[config.mk]
export PLATFORM = sky130hd
export DESIGN_NAME = pressure_frame_parser_top
export DESIGN_NICKNAME = d
export VERILOG_FILES = /design/src/rtl/pfp_pkg.sv /design/src/rtl/pfp_in_reg.sv /design/src/rtl/pfp_core.sv /design/src/rtl/pfp_out_reg.sv /design/src/rtl/pressure_frame_parser_top.sv
export VERILOG_INCLUDE_DIRS = /design/src /design/src/rtl
export SDC_FILE = /design/constraint.sdc
export NUM_CORES = 1
export LEC_CHECK = 0
export BUFFER_PORTS_ARGS = -buffer_cell sky130_fd_sc_hd__buf_2
export CAP_MARGIN = 30
export CORE_ASPECT_RATIO = 0.5
export CORE_UTILIZATION = 61
export CTS_CLUSTER_SIZE = 20
export DETAILED_ROUTE_END_ITERATION = 6
export GPL_TIMING_DRIVEN = 0
export PLACE_DENSITY = 0.83
export RECOVER_POWER = 25
export SKIP_LAST_GASP = 1
export SYNTH_ARGS = -nofsm -noshare
export SYNTH_HDL_FRONTEND = slang
export SYNTH_HIERARCHICAL = 1
export SYNTH_SLANG_ARGS = --single-unit
[constraint.sdc]
create_clock -name i_clk -period 9.07 [get_ports i_clk]
set_clock_uncertainty 0.2 [all_clocks]
set_input_delay 1.814 -clock i_clk [delete_from_list [all_inputs] [get_ports i_clk]]
set_output_delay 1.814 -clock i_clk [all_outputs]
set_load 0.05 [all_outputs]
[src/rtl/pressure_frame_parser_top_macros.svh]
// Assertion macros for the pressure frame parser.
// Used by rtl/pfp_core.sv; expects i_clk and i_rst_n in the including module.
`ifndef PRESSURE_FRAME_PARSER_TOP_MACROS_SVH
`define PRESSURE_FRAME_PARSER_TOP_MACROS_SVH

`ifndef SYNTHESIS
// checked only while out of reset
`define PFP_ASSERT(label, prop) \
    label: assert property (@(posedge i_clk) disable iff (!i_rst_n) (prop)) \
        else $error("pfp assertion failed");
// checked at every edge, reset included
`define PFP_ASSERT_RST(label, prop) \
    label: assert property (@(posedge i_clk) (prop)) \
        else $error("pfp reset assertion failed");
`else
`define PFP_ASSERT(label, prop)
`define PFP_ASSERT_RST(label, prop)
`endif

`endif

[src/rtl/pfp_pkg.sv]
// Shared types and constants of the pressure frame parser.
// No dependencies; imported by all pfp modules.
package pfp_pkg;

    localparam int DEF_FRAME_CHARS = 7;  // stored characters per frame
    localparam int OUT_CHARS       = 7;  // characters in a result
    localparam int SEP_W           = 3;  // separator position width
    localparam int SEP_SAT         = 7;  // separator position saturates here
    localparam int MIN_LEN         = 3;  // shortest frame text
    localparam int MAX_SEP         = 3;  // last allowed separator position
    localparam int AFTER_MIN       = 2;  // separator plus 1..3 digits
    localparam int AFTER_MAX       = 4;

    localparam logic [7:0] CH_START = 8'h3B;  // ';'
    localparam logic [7:0] CH_END   = 8'h3A;  // ':'
    localparam logic [7:0] CH_SEP   = 8'h78;  // 'x'
    localparam logic [7:0] CH_MINUS = 8'h2D;  // '-'
    localparam logic [7:0] CH_SPACE = 8'h20;  // ' '

    localparam logic STATUS_ERROR = 1'b0;
    localparam logic STATUS_OK    = 1'b1;

    typedef logic [OUT_CHARS-1:0][7:0] t_text;

    // element 0 is the first character: "ERRO!  "
    localparam t_text ERR_TEXT = {CH_SPACE, CH_SPACE, 8'h21, 8'h4F, 8'h52, 8'h52, 8'h45};

    typedef struct packed {
        logic  status;
        t_text text;
    } t_result;

endpackage

[src/rtl/pfp_in_reg.sv]
// Input register of the pressure frame parser: holds one received byte.
// Depends on pfp_pkg.
module pfp_in_reg
    import pfp_pkg::*;
(
    input  logic       i_clk,
    input  logic       i_rst_n,
    input  logic       i_valid,
    output logic       o_ready,
    input  logic [7:0] i_byte,
    output logic       o_valid,
    output logic [7:0] o_byte,
    input  logic       i_take
);

    logic       r_valid;
    logic [7:0] r_byte;
    logic       n_valid;

    assign o_ready = !r_valid || i_take;
    assign n_valid = (i_valid && o_ready) || (r_valid && !i_take);

    always_ff @(posedge i_clk) begin
        if (!i_rst_n) begin
            r_valid <= 1'b0;
        end else begin
            r_valid <= n_valid;
        end
    end

    always_ff @(posedge i_clk) begin
        if (i_valid && o_ready) begin
            r_byte <= i_byte;
        end
    end

    assign o_valid = r_valid;
    assign o_byte  = r_byte;

endmodule

[src/rtl/pfp_core.sv]
// Frame state and per-byte checks of the pressure frame parser.
// Depends on pfp_pkg and pressure_frame_parser_top_macros.svh.
`include "pressure_frame_parser_top_macros.svh"

module pfp_core
    import pfp_pkg::*;
#(
    parameter int FRAME_CHARS = DEF_FRAME_CHARS
) (
    input  logic       i_clk,
    input  logic       i_rst_n,
    input  logic       i_step,
    input  logic [7:0] i_byte,
    output logic       o_res_valid,
    output t_result    o_result
);

    localparam int CW = $clog2(FRAME_CHARS + 1);
    localparam int IW = (FRAME_CHARS > 1) ? $clog2(FRAME_CHARS) : 1;

    logic             r_in_frame, n_in_frame;
    logic [CW-1:0]    r_count, n_count;
    logic             r_too_long, n_too_long;
    logic [SEP_W-1:0] r_sep, n_sep;
    logic [7:0]       r_chars [FRAME_CHARS];
    logic [7:0]       n_chars [FRAME_CHARS];

    logic [SEP_W-1:0] w_sep_sat;
    logic [4:0]       w_n5, w_s5, w_after5, w_idx5;
    logic             w_frame_ok;
    t_text            w_text;

    // position of an 'x' stored now
    assign w_sep_sat = (int'(r_count) > SEP_SAT) ? SEP_W'(SEP_SAT) : SEP_W'(r_count);

    assign w_n5     = 5'(r_count);
    assign w_s5     = 5'(r_sep);
    assign w_after5 = w_n5 - w_s5;
    assign w_idx5   = w_s5 + 5'd1;

    assign w_frame_ok = !r_too_long
                     && (w_n5 >= 5'(MIN_LEN)) && (w_n5 <= 5'(FRAME_CHARS))
                     && (w_s5 != 5'd0) && (w_s5 <= 5'(MAX_SEP)) && (w_n5 > w_s5)
                     && (w_after5 >= 5'(AFTER_MIN)) && (w_after5 <= 5'(AFTER_MAX))
                     && (r_chars[0] != CH_MINUS)
                     && !((w_idx5 < 5'(FRAME_CHARS))
                          && (r_chars[w_idx5[IW-1:0]] == CH_MINUS));

    for (genvar gi = 0; gi < OUT_CHARS; gi++) begin : g_text
        if (gi < FRAME_CHARS) begin : g_stored
            assign w_text[gi] = r_chars[gi];
        end else begin : g_pad
            assign w_text[gi] = CH_SPACE;
        end
    end

    always_comb begin
        n_in_frame      = r_in_frame;
        n_count         = r_count;
        n_too_long      = r_too_long;
        n_sep           = r_sep;
        n_chars         = r_chars;
        o_res_valid     = 1'b0;
        o_result.status = STATUS_ERROR;
        o_result.text   = ERR_TEXT;
        if (i_step) begin
            if (i_byte == CH_START) begin
                // open or restart; restart inside a frame is an error
                o_res_valid = r_in_frame;
                n_in_frame  = 1'b1;
                n_count     = '0;
                n_too_long  = 1'b0;
                n_sep       = '0;
                for (int i = 0; i < FRAME_CHARS; i++) begin
                    n_chars[i] = CH_SPACE;
                end
            end else if (!r_in_frame) begin
                o_res_valid = 1'b1;
            end else if (i_byte != CH_END) begin
                if (i_byte == CH_SEP) begin
                    n_sep = w_sep_sat;
                end
                if (r_count < CW'(FRAME_CHARS)) begin
                    n_chars[r_count[IW-1:0]] = i_byte;
                    n_count = r_count + CW'(1);
                end else begin
                    n_too_long = 1'b1;
                end
            end else begin
                o_res_valid = 1'b1;
                if (w_frame_ok) begin
                    o_result.status = STATUS_OK;
                    o_result.text   = w_text;
                end
                n_in_frame = 1'b0;
                n_count    = '0;
                n_too_long = 1'b0;
                n_sep      = '0;
                for (int i = 0; i < FRAME_CHARS; i++) begin
                    n_chars[i] = CH_SPACE;
                end
            end
        end
    end

    always_ff @(posedge i_clk) begin
        if (!i_rst_n) begin
            r_in_frame <= 1'b0;
            r_count    <= '0;
            r_too_long <= 1'b0;
            r_sep      <= '0;
            for (int i = 0; i < FRAME_CHARS; i++) begin
                r_chars[i] <= CH_SPACE;
            end
        end else begin
            r_in_frame <= n_in_frame;
            r_count    <= n_count;
            r_too_long <= n_too_long;
            r_sep      <= n_sep;
            r_chars    <= n_chars;
        end
    end

    `PFP_ASSERT_RST(a_rst_clears, !i_rst_n |=> (!r_in_frame && r_count == '0))
    `PFP_ASSERT(a_count_max, r_count <= CW'(FRAME_CHARS))
    `PFP_ASSERT(a_too_long_full, r_too_long |-> (r_count == CW'(FRAME_CHARS)))
    `PFP_ASSERT(a_idle_clear, !r_in_frame |-> (r_count == '0 && !r_too_long && r_sep == '0))
    `PFP_ASSERT(a_ok_on_end, (o_res_valid && o_result.status == STATUS_OK) |-> (r_in_frame && i_byte == CH_END))

endmodule

[src/rtl/pfp_out_reg.sv]
// Result register of the pressure frame parser.
// Depends on pfp_pkg.
module pfp_out_reg
    import pfp_pkg::*;
(
    input  logic    i_clk,
    input  logic    i_rst_n,
    input  logic    i_load,
    input  t_result i_result,
    output logic    o_space,
    output logic    o_valid,
    input  logic    i_ready,
    output t_result o_result
);

    logic    r_valid;
    t_result r_result;

    assign o_space = !r_valid || i_ready;

    always_ff @(posedge i_clk) begin
        if (!i_rst_n) begin
            r_valid <= 1'b0;
        end else if (i_load) begin
            r_valid <= 1'b1;
        end else if (i_ready) begin
            r_valid <= 1'b0;
        end
    end

    always_ff @(posedge i_clk) begin
        if (i_load) begin
            r_result <= i_result;
        end
    end

    assign o_valid  = r_valid;
    assign o_result = r_result;

endmodule

[src/rtl/pressure_frame_parser_top.sv]
// Top level of the pressure frame parser: input register, frame core, result register.
// Depends on pfp_pkg, pfp_in_reg, pfp_core, pfp_out_reg.
//
//   channel   direction  handshake                  payload
//   rx        in         i_rx_valid / o_rx_ready    i_rx_byte
//   res       out        o_res_valid / i_res_ready  o_frame_status, o_text_char_0..6
//
// One byte per cycle sustained while results are taken. A byte is held in the input
// register while the frame checks run; the result register then loads its result.
// Bytes inside an open frame other than start and end bytes, and a start byte outside
// a frame, give no result transaction; every other byte gives one. A stalled result
// holds the byte behind it in the input register; rx ready drops only while both
// registers are full and the result is not taken. Reset (i_rst_n low, synchronous)
// empties both registers and closes any open frame.
module pressure_frame_parser_top
    import pfp_pkg::*;
#(
    parameter int FRAME_CHARS = DEF_FRAME_CHARS
) (
    input  logic       i_clk,
    input  logic       i_rst_n,
    input  logic       i_rx_valid,
    output logic       o_rx_ready,
    input  logic [7:0] i_rx_byte,
    output logic       o_res_valid,
    input  logic       i_res_ready,
    output logic       o_frame_status,
    output logic [7:0] o_text_char_0,
    output logic [7:0] o_text_char_1,
    output logic [7:0] o_text_char_2,
    output logic [7:0] o_text_char_3,
    output logic [7:0] o_text_char_4,
    output logic [7:0] o_text_char_5,
    output logic [7:0] o_text_char_6
);

    logic       w_byte_valid;
    logic [7:0] w_byte;
    logic       w_out_space;
    logic       w_step;       // byte leaves the input register this cycle
    logic       w_res_load;
    t_result    w_res_next;
    t_result    w_res;

    // a byte advances whenever the result register can take what it may produce
    assign w_step = w_byte_valid && w_out_space;

    pfp_in_reg u_in_reg (
        .i_clk   (i_clk),
        .i_rst_n (i_rst_n),
        .i_valid (i_rx_valid),
        .o_ready (o_rx_ready),
        .i_byte  (i_rx_byte),
        .o_valid (w_byte_valid),
        .o_byte  (w_byte),
        .i_take  (w_step)
    );

    pfp_core #(
        .FRAME_CHARS (FRAME_CHARS)
    ) u_core (
        .i_clk       (i_clk),
        .i_rst_n     (i_rst_n),
        .i_step      (w_step),
        .i_byte      (w_byte),
        .o_res_valid (w_res_load),
        .o_result    (w_res_next)
    );

    pfp_out_reg u_out_reg (
        .i_clk    (i_clk),
        .i_rst_n  (i_rst_n),
        .i_load   (w_res_load),
        .i_result (w_res_next),
        .o_space  (w_out_space),
        .o_valid  (o_res_valid),
        .i_ready  (i_res_ready),
        .o_result (w_res)
    );

    // result text fans out to one port per character
    assign o_frame_status = w_res.status;
    assign o_text_char_0  = w_res.text[0];
    assign o_text_char_1  = w_res.text[1];
    assign o_text_char_2  = w_res.text[2];
    assign o_text_char_3  = w_res.text[3];
    assign o_text_char_4  = w_res.text[4];
    assign o_text_char_5  = w_res.text[5];
    assign o_text_char_6  = w_res.text[6];

endmodule
**Word-level counts from Yosys, hierarchy flattened**

Index checks and enable logic that the tools add are counted.

- Flip-flop bits (word level): 131
- Output and inout bits: 59
- Logic and storage cells: 111

- Add/subtract/negate cells: 3
- Magnitude comparators: 11
- Equal/unequal tests: 8
- Multiplexer cells: 32
- Bitwise logic cells: 5
- Reduce and logical (&&, ||, !) cells: 30

Operators with widths:

| kind | number |
|---|---|
| 56-bit 2-to-1 mux | 4 |
| 57-bit 2-to-1 mux | 1 |
| 56-bit bitwise mux | 1 |
| 8-bit binary-select mux with 3-bit select | 1 |
| 8-bit demux with 3-bit select | 1 |
| 3-bit 2-to-1 mux | 8 |
| 8-bit 2-to-1 mux | 3 |
| 8-bit by 6-bit equality test with 1-bit output, second input constant | 2 |
| 8-bit by 6-bit inequality test with 1-bit output, second input constant | 2 |
| 1-bit logical AND | 14 |
| 1-bit 2-to-1 mux | 13 |
| 3-bit by 2-bit inequality test with 1-bit output, second input constant | 3 |
| 3-bit AND reduction | 3 |
| 8-bit by 7-bit equality test with 1-bit output, second input constant | 1 |
| 4-bit >= comparator, second input constant | 2 |
| 3-bit inverter with 4-bit output | 2 |
| 5-bit by 2-bit >= comparator with 1-bit output, second input constant | 1 |
| 5-bit by 3-bit <= comparator with 1-bit output, second input constant | 1 |
| 1-bit logical NOT | 5 |
| 5-bit by 3-bit < comparator with 1-bit output, second input constant | 1 |
| 5-bit nonzero test | 1 |
| 5-bit OR reduction | 1 |
| 3-bit by 1-bit adder with 4-bit output, second input constant | 1 |
| 4-bit by 1-bit < comparator with 1-bit output, second input constant | 1 |
| 11 further kinds | 16 |

**Depth between registers and ports, before layout**

Gate-level depths: netlist (run 1).

- Depth in word-level cells: 12
- Depth in mapped cells: 13
- Gate-level depth less buffers: 10

**By module**

The synthesis (run 1) kept the hierarchy.

Modules (own cells, without submodules):

| module | times used | cells an instance | area an instance (um2) | sequential area each (um2) |
|---|---|---|---|---|
| pfp_core | 1 | 435 | 3616.0 | 1281.2 |
| pfp_out_reg | 1 | 61 | 1760.4 | 1731.7 |
| pfp_in_reg | 1 | 13 | 297.8 | 260.2 |
| pressure_frame_parser_top | 1 | 1 | 6.3 | 0.0 |

**Worst setup path before layout (run 1)**

Ideal clock, no wire load.

- Path type: input to register
- Start: input i_res_ready
- End: register u_out_reg.r_result, in the netlist u_out_reg/o_result[0], enable pin
- Setup time: 0.480 ns
- Data arrival time: 4.759 ns
- Data required time: 8.390 ns
- Setup slack: 3.631 ns
- Stages on the path: 3
- Buffers on the path: 0
- Cells stage by stage: nand2b_4 -> and2_1 -> nor2b_1

- Longest elaborated chain between the ends: 3

Ends and longest elaborated chain:

| what | line | source |
|---|---|---|
| start: declaration | pressure_frame_parser_top.sv:26 | `input logic i_res_ready,` |
| 1-bit logical OR | pfp_out_reg.sv:19 | `assign o_space = !r_valid \|\| i_ready;` |
| 1-bit logical AND | pressure_frame_parser_top.sv:46 | `assign w_step = w_byte_valid && w_out_space;` |
| named net w_step | pressure_frame_parser_top.sv:40 | `logic w_step;` |
| 1-bit 2-to-1 mux | pfp_core.sv:66 | `if (i_step) begin` |
| named net w_res_load | pressure_frame_parser_top.sv:41 | `logic w_res_load;` |
| end signal: assignment | pfp_out_reg.sv:33 | `r_result <= i_result;` |
| end: declaration | pfp_out_reg.sv:17 | `t_result r_result;` |

The timed path passes the listed nets, and every way through them passes these cells.
A chain may end at the register's enable or synchronous reset.

**Final worst setup path (run 1)**

- Start: input i_res_ready
- End: output o_rx_ready

- Longest elaborated chain between the ends: 3

Ends and longest elaborated chain:

| what | line | source |
|---|---|---|
| 1-bit logical OR | pfp_out_reg.sv:19 |  |
| named net w_out_space | pressure_frame_parser_top.sv:39 | `logic w_out_space;` |
| 1-bit logical AND | pressure_frame_parser_top.sv:46 |  |
| named net w_step | pressure_frame_parser_top.sv:40 |  |
| 1-bit logical OR | pfp_in_reg.sv:20 | `assign o_ready = !r_valid \|\| i_take;` |
| end: declaration | pressure_frame_parser_top.sv:23 | `output logic o_rx_ready,` |

The timed path passes the listed nets, and every way through them passes these cells.

==> results.toml, run 1 <==
[outcome]
status = "finished, violations left"
violations = "design-rule violations"

[power]
power.density_mw_per_mm2 = 215.0
p_total_mw = 1.450
leakagePower_nw = 2.598
ir_drop_uv = 126.4

[logic_synthesis]
syn-cell-area_sq_mm = 0.005680
async_flop_share_pct = 0
synth_fp_nets = 534
ys_warn_count = 6
synth_cell_types = 54
synth_seq_cells = 131
ys_seq_area_share_pct = 57.62
synth-edff-count = 65
synth_flop_cell = "dfxtp_1"
synth_cells = 510
avgSynthCellArea_sq_um = 11.14

[drt]
wl_mm = 14.26
vias = 4417
wl_per_cell_microns = 19.53
final_antenna_net_count = 0
firstDrtPassIters = 7
drc_errors = 20
avgViaCountPerCell = 6.051
drt-initial-drc-count = 650

[clock_tree]
clkLatencyLatePin_ps = 410
clock_sinks = 131
cts_resized = 0
cts_inserted_buffers = 17
ctsHtreeMaxLevel = 4
cts_setup_buffers = 0
clockBufferDepth = 2
ctsHoldBuffers = 0
cts_root_buf = "clkbuf_16"
clk_transition_reported_paths_ps = 50
tritoncts = "done"

[grt]
grt_usage_pct = 30.83
antenna_found_initial = 0
grt_max_degree = 31
grt_first_pass_wirelength_mm = 22.05
grt_overflow_total = 0
grt_pass1_vias = 4112

[hold_path]
min_path_cells = 2
hp-class = "register to register"

[sta]
finalCriticalPeriod_ps = 4964
timing.hold.ws_ps = 289.7
worst_pin_slew_ps = 912.0
finalHoldViolCount = 0
setup-tns-final_ps = 0
fmax_mhz = 201.4
relSlewSlack_pct = 39.07
slew_violations = 0
min_period_over_period_pct = 54.73
setup_violations = 0
rsz0062_at_grt = "no"

[finish]
drive_gt1_share_pct = 18.11
final_util_pct = 76.12
area_growth_pct = 18.70
antennaDiodeCount = 0
num-nets-final = 624
finalInstanceArea_sq_mm = 0.006743

[placed_design]
dpl.hpwl_mm = 9.331
place_congestion = 0.9456
place_area_sq_mm = 0.006205
io_buffers = 70

[floorplanning]
start_util_pct = 64.12
die_area_sq_mm = 0.009725
std_cell_rows = 24
die_h_microns = 70.24
die_x_microns = 138.5
core_area_sq_mm = 0.008859
io_pins = 71

[run]
cap_viol_max_count = 0

[worst_setup_path]
crit_arrival_ps = 2950
crit_type = "input pin to output port"
cp-start-kind = "input pin"
crit_required_ps = 7060
setup.worst_path.end_class = "output port"
r2r_cells = 12
critical_path.max_fanout = 7
[power breakdown]
| group | internal [mW] | switching [mW] | leakage, nW |
|---|---|---|---|
| Sequential | 0.638 | 0.00493 | 1.11 |
| Clock | 0.457 | 0.253 | 0.300 |
| Combinational | 0.0143 | 0.0831 | 1.19 |
| Total | 1.11 | 0.341 | 2.60 |
[kinds of logic (layout without fill, tap and decap cells)]
kind of cell	Yosys count	in the layout	synth area share [%]
AO/OA/AOI/OAI	87	87	10.55
adder cells (fa/ha/maj)	12	12	2.908
buffers and inverters	46	149	3.965
flip-flops	131	131	57.62
multiplexers	1	1	0.1762
AND/OR/NAND/NOR	233	233	24.78
[through the flow]
| step | setup slack, ps | instances |
|---|---|---|
| 2_1_floorplan | 3631 | 510 |
| 3_3_place_gp | 2457 | 697 |
| 3_5_place_dp | 4263 | 698 |
| 4_1_cts | 4258 | 730 |
| 5_1_grt | 4053 | 730 |
| 6_report | 4106 | 730 |
[synthesized netlist by cell type (15+ instances only)]
cell	n	area [sq um]
nand2b_1	17	106.4
clkbuf_1	18	67.56
nor2_1	56	210.2
and2_1	15	93.84
nand2_1	20	75.07
a21oi_1	25	125.1
and2_4	27	236.5
o21a_1	24	180.2
dfxtp_1	66	1321
inv_1	16	60.06
and3_1	43	269.0
edfxtp_1	65	1952
[registers in the layout, summed over array words and instances, names as in the netlist]
name                count
u_core/r_too_long       1
u_in_reg/o_byte         8
u_core/r_sep            3
u_core/r_chars         56
u_core/r_in_frame       1
u_in_reg/o_valid        1
u_core/r_count          3
u_out_reg/o_result     57
u_out_reg/o_valid       1
[path summary, 6_finish.rpt]
check	startpoint	end	slack [ps]
min reg2reg	u_core/r_chars[32]	u_core/r_chars[32]	290
max	i_res_ready	o_rx_ready	4110
max reg2reg	u_core/r_count[0]	u_out_reg/o_result[7]	4790
min	u_core/r_chars[32]	u_core/r_chars[32]	290
[cells in the final DEF, fill, tap and decap left out, types with 3 or more instances in the layout]
| cell | synthesis | layout |
|---|---|---|
| nand4b_1 | 3 | 3 |
| a22o_1 | 3 | 3 |
| edfxtp_1 | 65 | 65 |
| nor3_1 | 11 | 11 |
| bufinv_16 | 0 | 4 |
| clkinv_4 | 0 | 3 |
| nand4_1 | 7 | 7 |
| inv_1 | 16 | 16 |
| and2_1 | 15 | 14 |
| nor2_1 | 56 | 56 |
| and2_4 | 27 | 26 |
| clkbuf_16 | 0 | 17 |
| o22ai_1 | 6 | 6 |
| buf_6 | 6 | 6 |
| nand2b_1 | 17 | 19 |
| nand3_1 | 5 | 6 |
| buf_2 | 6 | 34 |
| nand2_1 | 20 | 20 |
| clkinv_2 | 0 | 5 |
| clkbuf_1 | 18 | 60 |
| or3_1 | 3 | 3 |
| nor4b_1 | 5 | 5 |
| nor4_1 | 3 | 3 |
| and3_1 | 43 | 43 |
| ha_1 | 10 | 10 |
| o21a_1 | 24 | 24 |
| a21oi_1 | 25 | 25 |
| dfxtp_1 | 66 | 66 |
| o21ai_0 | 12 | 12 |
[metal layers]
layer	track usage [%]	part of all wire (%)
met5	0	0
met4	13.61	2.3
met3	8.436	10
met2	45.35	44
met1	42.97	43
[area by class of cell]
cell class | count | area [sq um]
Buffer | 30 | 165.2
Clock buffer | 17 | 425.4
Clock inverter | 15 | 190.2
Fill cell | 607 | 2116
Inverter | 16 | 60.06
Multi-Input combinational cell | 333 | 2165
Sequential cell | 131 | 3273
Tap cell | 117 | 146.4
Timing Repair Buffer | 71 | 317.8
[critical path, cell delays in order]
cell and delay (ps):
buf_2 70, nand2b_1 130, and2_0 420, nand2b_1 230
buf_2 280
Note: power is estimated with default switching activity, not from simulation.
==> run 2, diff against run 1 <==
--- a/config.mk
+++ b/config.mk
@@ -9,11 +9,11 @@
 export BUFFER_PORTS_ARGS = -buffer_cell sky130_fd_sc_hd__buf_2
 export CAP_MARGIN = 30
 export CORE_ASPECT_RATIO = 0.5
-export CORE_UTILIZATION = 61
+export CORE_UTILIZATION = 52
 export CTS_CLUSTER_SIZE = 20
 export DETAILED_ROUTE_END_ITERATION = 6
 export GPL_TIMING_DRIVEN = 0
-export PLACE_DENSITY = 0.83
+export PLACE_DENSITY = 0.76
 export RECOVER_POWER = 25
 export SKIP_LAST_GASP = 1
 export SYNTH_ARGS = -nofsm -noshare
==> constraint.sdc (replaced) <==
create_clock -name i_clk -period 4.5 [get_ports i_clk]
set_clock_uncertainty 0.2 [all_clocks]
set_input_delay 0.9 -clock i_clk [delete_from_list [all_inputs] [get_ports i_clk]]
set_output_delay 0.9 -clock i_clk [all_outputs]
set_load 0.05 [all_outputs]
==> results.toml, run 2 (synthesis gave the netlist of run 1 again) <==
[clock_tree]
clk_transition_reported_paths_ps = 60
clkLatencyLatePin_ps = 420
cts_resized = 0
ctsHtreeMaxLevel = 4
clock_sinks = 131
cts_setup_buffers = 0
clockBufferDepth = 2
cts_inserted_buffers = 17
cts_root_buf = "clkbuf_16"
ctsHoldBuffers = 0
tritoncts = "done"

[placed_design]
dpl.hpwl_mm = 9.366
dp_cells = 721
io_buffers = 70
place_congestion = 0.9280
place_area_sq_mm = 0.006233
place_ws_ps = 409.3

[worst_setup_path]
crit_arrival_ps = 4210
critical_path.max_fanout = 10
crit_type = "register to register"
cp-start-kind = "register"
setup.worst_path.end_class = "register"
cp_slowest_cell = "fa_1"
path_cells = "clkbuf_1, inv_1, ha_1, fa_1, fa_1, nor4b_1, o221ai_1, a211oi_1, nand4_1, o22ai_2, clkbuf_1, and2_1"
crit_path_max_incr_delay_ps = 400
crit_required_ps = 4580
r2r_setup_slack_ps = 360

[grt]
grt_max_degree = 32
antenna_found_initial = 0
grt_pass1_vias = 4038
grt_first_pass_wirelength_mm = 22.12
grt_overflow_total = 0
grt_usage_pct = 26.28

[floorplanning]
std_cell_rows = 26
die_h_microns = 75.91
start_util_pct = 54.57
io_pins = 71
die_area_sq_mm = 0.01137
die_x_microns = 149.8
core_area_sq_mm = 0.01041

[finish]
multi_input_area_sq_mm = 0.002167
final_util_pct = 65.50
finalInstanceArea_sq_mm = 0.006819
mostFrequentLayoutCells = "dfxtp_1 (66), edfxtp_1 (65), clkbuf_1 (64)"
area_growth_pct = 20.04
num-nets-final = 624
regArea_sq_mm = 0.003273
final_common_cell = "dfxtp_1"
largest_reg_flops = 57
fin_cells = 753
fillerInstances = 823
antennaDiodeCount = 0
drive_gt1_share_pct = 17.62

[power]
ir_drop_uv = 289.8
leakagePower_nw = 2.609
power.density_mw_per_mm2 = 446.1
p_total_mw = 3.042

[drt]
avgViaCountPerCell = 5.825
wl_per_cell_microns = 18.65
final_antenna_net_count = 0
vias = 4386
firstDrtPassIters = 5
drc_errors = 0
wl_mm = 14.05
drt-initial-drc-count = 403

[sta]
setup_violations = 0
fmax_mhz = 241.8
slew_violations = 0
min_period_over_period_pct = 91.90
timing.hold.ws_ps = 293.0
worst_pin_slew_ps = 842.4
fin_ws_ps = 364.7
setup-tns-final_ps = 0
finalCriticalPeriod_ps = 4135
rsz0062_at_grt = "no"
relSlewSlack_pct = 43.72
finalHoldViolCount = 0

[hold_path]
hp-class = "register to register"

[run]
cap_viol_max_count = 0

[outcome]
status = "complete, no violations"
[run 2: changes by cell type in the layout (fill, tap and decap cells not counted)]
cell       change
buf_2          -3
bufinv_16      +2
clkbuf_1       +4
clkinv_2       -3
nor2b_1        -1
nor2b_2        +1
[run 2: layout make-up]
type                    instances  area share (%)
plain buffers                  30           2.422
clock buffers                  18           6.294
clock inverters                14           3.450
inverters                      16          0.8807
multi-input cells             333           31.78
flip-flops and latches        131           48.00
well taps                     140           2.569
repair buffers                 71           4.606
[run 2: metal layers]
| layer | vias up | routed length, microns | GRT usage [%] |
|---|---|---|---|
| met2 | 225 | 5908 | 37.50 |
| li1 | 2012 | - | - |
| met5 | - | 0 | 0 |
| met3 | 30 | 1341 | 6.988 |
| met1 | 2119 | 6490 | 37.86 |
| met4 | 0 | 307 | 10.30 |
[run 2: worst paths after layout]
path / to / cells after the start / startpoint
setup / recovery: u_out_reg/o_result[7] / 12 / u_core/r_count[0]
hold / removal: u_core/r_chars[33] / 2 / u_core/r_chars[33]
setup reg to reg: u_out_reg/o_result[7] / 12 / u_core/r_count[0]
hold reg to reg: u_core/r_chars[33] / 2 / u_core/r_chars[33]
[run 2: report_power, final]
group	internal [mW]	total, mW	leakage, nW	switching (mW)
registers	1.29	1.30	1.11	0.00963
logic	0.0283	0.195	1.19	0.167
clock network	1.04	1.55	0.318	0.515
total	2.35	3.04	2.61	0.692
[run 2: worst max-delay path, delay by kind of cell, from the launching register on]
family / cells / cell delay (ps)
flip-flops: 1 / 330
adder cells (fa/ha/maj): 3 / 1050
AO/OA/AOI/OAI: 3 / 710
buffers and inverters: 3 / 910
AND/OR/NAND/NOR: 3 / 760
==> run 3, diff against run 2 <==
--- a/config.mk
+++ b/config.mk
@@ -18,5 +18,4 @@
 export SKIP_LAST_GASP = 1
 export SYNTH_ARGS = -nofsm -noshare
 export SYNTH_HDL_FRONTEND = slang
-export SYNTH_HIERARCHICAL = 1
 export SYNTH_SLANG_ARGS = --single-unit
==> results.toml, run 3 <==
[clock_tree]
cts_root_buf = "clkbuf_16"
ctsHtreeMaxLevel = 4
clkLatencyLatePin_ps = 420
tritoncts = "done"
cts_setup_buffers = 0
clock_sinks = 131
clk_transition_reported_paths_ps = 60
ctsHoldBuffers = 0
cts_resized = 0
clockBufferDepth = 2
cts_inserted_buffers = 17

[drt]
firstDrtPassIters = 5
vias = 3917
final_antenna_net_count = 0
wl_mm = 12.42
drc_errors = 0
wl_per_cell_microns = 18.49
drt-initial-drc-count = 284
avgViaCountPerCell = 5.829

[floorplanning]
io_pins = 71
die_h_microns = 75.31
die_area_sq_mm = 0.01119
die_x_microns = 148.6
start_util_pct = 54.20
core_area_sq_mm = 0.01031
std_cell_rows = 26

[placed_design]
place_congestion = 0.8680
io_buffers = 70
dpl.hpwl_mm = 8.363

[sta]
finalHoldViolCount = 0
finalCriticalPeriod_ps = 4018
worst_pin_slew_ps = 978.0
setup_violations = 0
rsz0062_at_grt = "no"
slew_violations = 0
relSlewSlack_pct = 34.20
setup-tns-final_ps = 0
min_period_over_period_pct = 89.28
fmax_mhz = 248.9

[hold_path]
hp-class = "register to register"
hold_start = "u_core.r_chars[8]"
min_to = "u_core.r_chars[8]"
min_path_cells = 2

[finish]
final_common_cell = "dfxtp_1"
largest_reg_flops = 57
mostFrequentLayoutCells = "dfxtp_1 (66), edfxtp_1 (65), clkbuf_1 (55)"
num-nets-final = 542
drive_gt1_share_pct = 21.43
area_growth_pct = 19.54
antennaDiodeCount = 0

[worst_setup_path]
reg2reg_to = "u_out_reg.o_result[27]"
crit_path_max_incr_delay_ps = 500
cp-start-kind = "register"
crit_family = "adder cells"
setup.worst_path.end_class = "register"
critical_path.max_fanout = 10
rr_startpoint = "u_core.r_count[0]"
r2r_cells = 12
crit_type = "register to register"
critPathBufInv = 4
crit_arrival_ps = 3990
cp_slowest_cell = "or4b_1"
crit_required_ps = 4470
r2r_setup_slack_ps = 480
path_cells = "clkbuf_1, inv_1, ha_1, fa_1, fa_1, or4b_1, a21oi_1, o211a_1, nand4_2, buf_6, buf_6, a21o_1"

[logic_synthesis]
synth_flop_cell = "dfxtp_1"
synth.area.top_cells = "edfxtp_1 (35%), dfxtp_1 (24%), a22o_1 (6.6%)"
avgSynthCellArea_sq_um = 13.03
async_flop_share_pct = 0
synth.most_common_cell = "dfxtp_1"
yosysTopAreaCell = "edfxtp_1"
synth_fp_nets = 452
synth.top_cells.by_count = "dfxtp_1 (66), edfxtp_1 (65), a22o_1 (42)"
synth-edff-count = 65
synth_cell_types = 58
synth_seq_cells = 131
ys_warn_count = 0
ys_seq_area_share_pct = 58.56
synth_top_area_share_pct = 34.92
synth_cells = 429
syn-cell-area_sq_mm = 0.005589

[power]
clockPowerShare_pct = 49.0
power.density_mw_per_mm2 = 426.4
ir_drop_uv = 322.6
internal_power_mw = 2.160
netSwitchingPower_mw = 0.6885
p_comb_share_pct = 5.8
leakagePower_nw = 2.301
p_total_mw = 2.849
p_seq_share_pct = 45.2
switching_share_pct = 24.17

[grt]
grt_first_pass_wirelength_mm = 19.21
grt_pass1_vias = 3604
grt_usage_pct = 23.68
grt_max_degree = 31
antenna_found_initial = 0
grt_overflow_total = 0

[outcome]
status = "complete, no violations"

[run]
cap_viol_max_count = 0
[run 3: changes by cell type after synthesis, sizes merged, moves of 16 or more]
cell	before	now
nor2	56	15
a21o	0	18
a21oi	25	9
a22o	3	42
o21a	24	3
and3	43	5
a21boi	2	38
and2	42	5
[run 3: kinds of logic (layout without fill, tap and decap cells)]
family,after synthesis,count (layout),share of synthesized area [%]
compound gates,135,135,19.74
fa+ha+maj,11,11,2.731
buf+inv,41,144,4.164
flops,131,131,58.56
mux,6,6,1.097
simple gates,105,105,13.70
[run 3: how the worst max path moves through the flow]
stage | depth (start not counted) | from | endpoint | slack [ps]
floorplan | 3 | i_res_ready | u_out_reg.o_result[0] | 960
global placement | 4 | i_res_ready | u_out_reg.o_result[3] | 240
detailed placement | 12 | u_core.r_count[0] | u_out_reg.o_result[27] | 530
CTS | 12 | u_core.r_count[0] | u_out_reg.o_result[27] | 510
global route | 12 | u_core.r_count[0] | u_out_reg.o_result[27] | 300
finish | 12 | u_core.r_count[0] | u_out_reg.o_result[27] | 480
[run 3: worst reg2reg max path, stage by stage, from the launching register on]
cell	delay [ps]
dfxtp_1	390
clkbuf_1	430
inv_1	130
ha_1	240
fa_1	380
fa_1	360
or4b_1	500
a21oi_1	160
o211a_1	240
nand4_2	190
buf_6	220
buf_6	160
a21o_1	200
[run 3: power groups by stage]
stage          clock network, mW  registers, mW  logic, mW
6_report                    1.40           1.29      0.165
5_1_grt                     1.45           1.29      0.173
4_1_cts                     1.40           1.29      0.170
3_5_place_dp                   0           1.31      0.169
3_3_place_gp                   0           1.31      0.164
2_1_floorplan                  0           1.40     0.0407
[run 3: per-layer routing]
layer / wire [microns] / global-route usage (%) / vias up
li1: - / - / 1838
met1: 5682 / 31.88 / 1914
met2: 5629 / 36.71 / 147
met3: 938 / 6.826 / 18
met4: 173 / 9.622 / 0
met5: 0 / 0 / -
[run 3: layout make-up]
class	instances	area (sq um)
Clock buffer	19	454.2
Multi-Input combinational cell	257	2091
Sequential cell	131	3273
Tap cell	140	175.2
Buffer	30	183.9
Timing Repair Buffer	71	317.8
Fill cell	774	3631
Clock inverter	13	145.1
Inverter	11	41.29
[run 3: per-stage QoR]
stage                     setup WS, ps  instance area [sq um]  utilization, %  hold WS, ps  std cells
after floorplan                  957.6                   5592               -        232.2        429
after global placement           237.2                   6117           59.32        253.9        639
after detailed placement         533.7                   6142           59.56        271.9        640
after CTS                        511.7                   6741           65.37        283.9        672
after global routing             303.7                   6681           64.79        301.9        672
final                            482.4                   6681           64.79        285.4        672
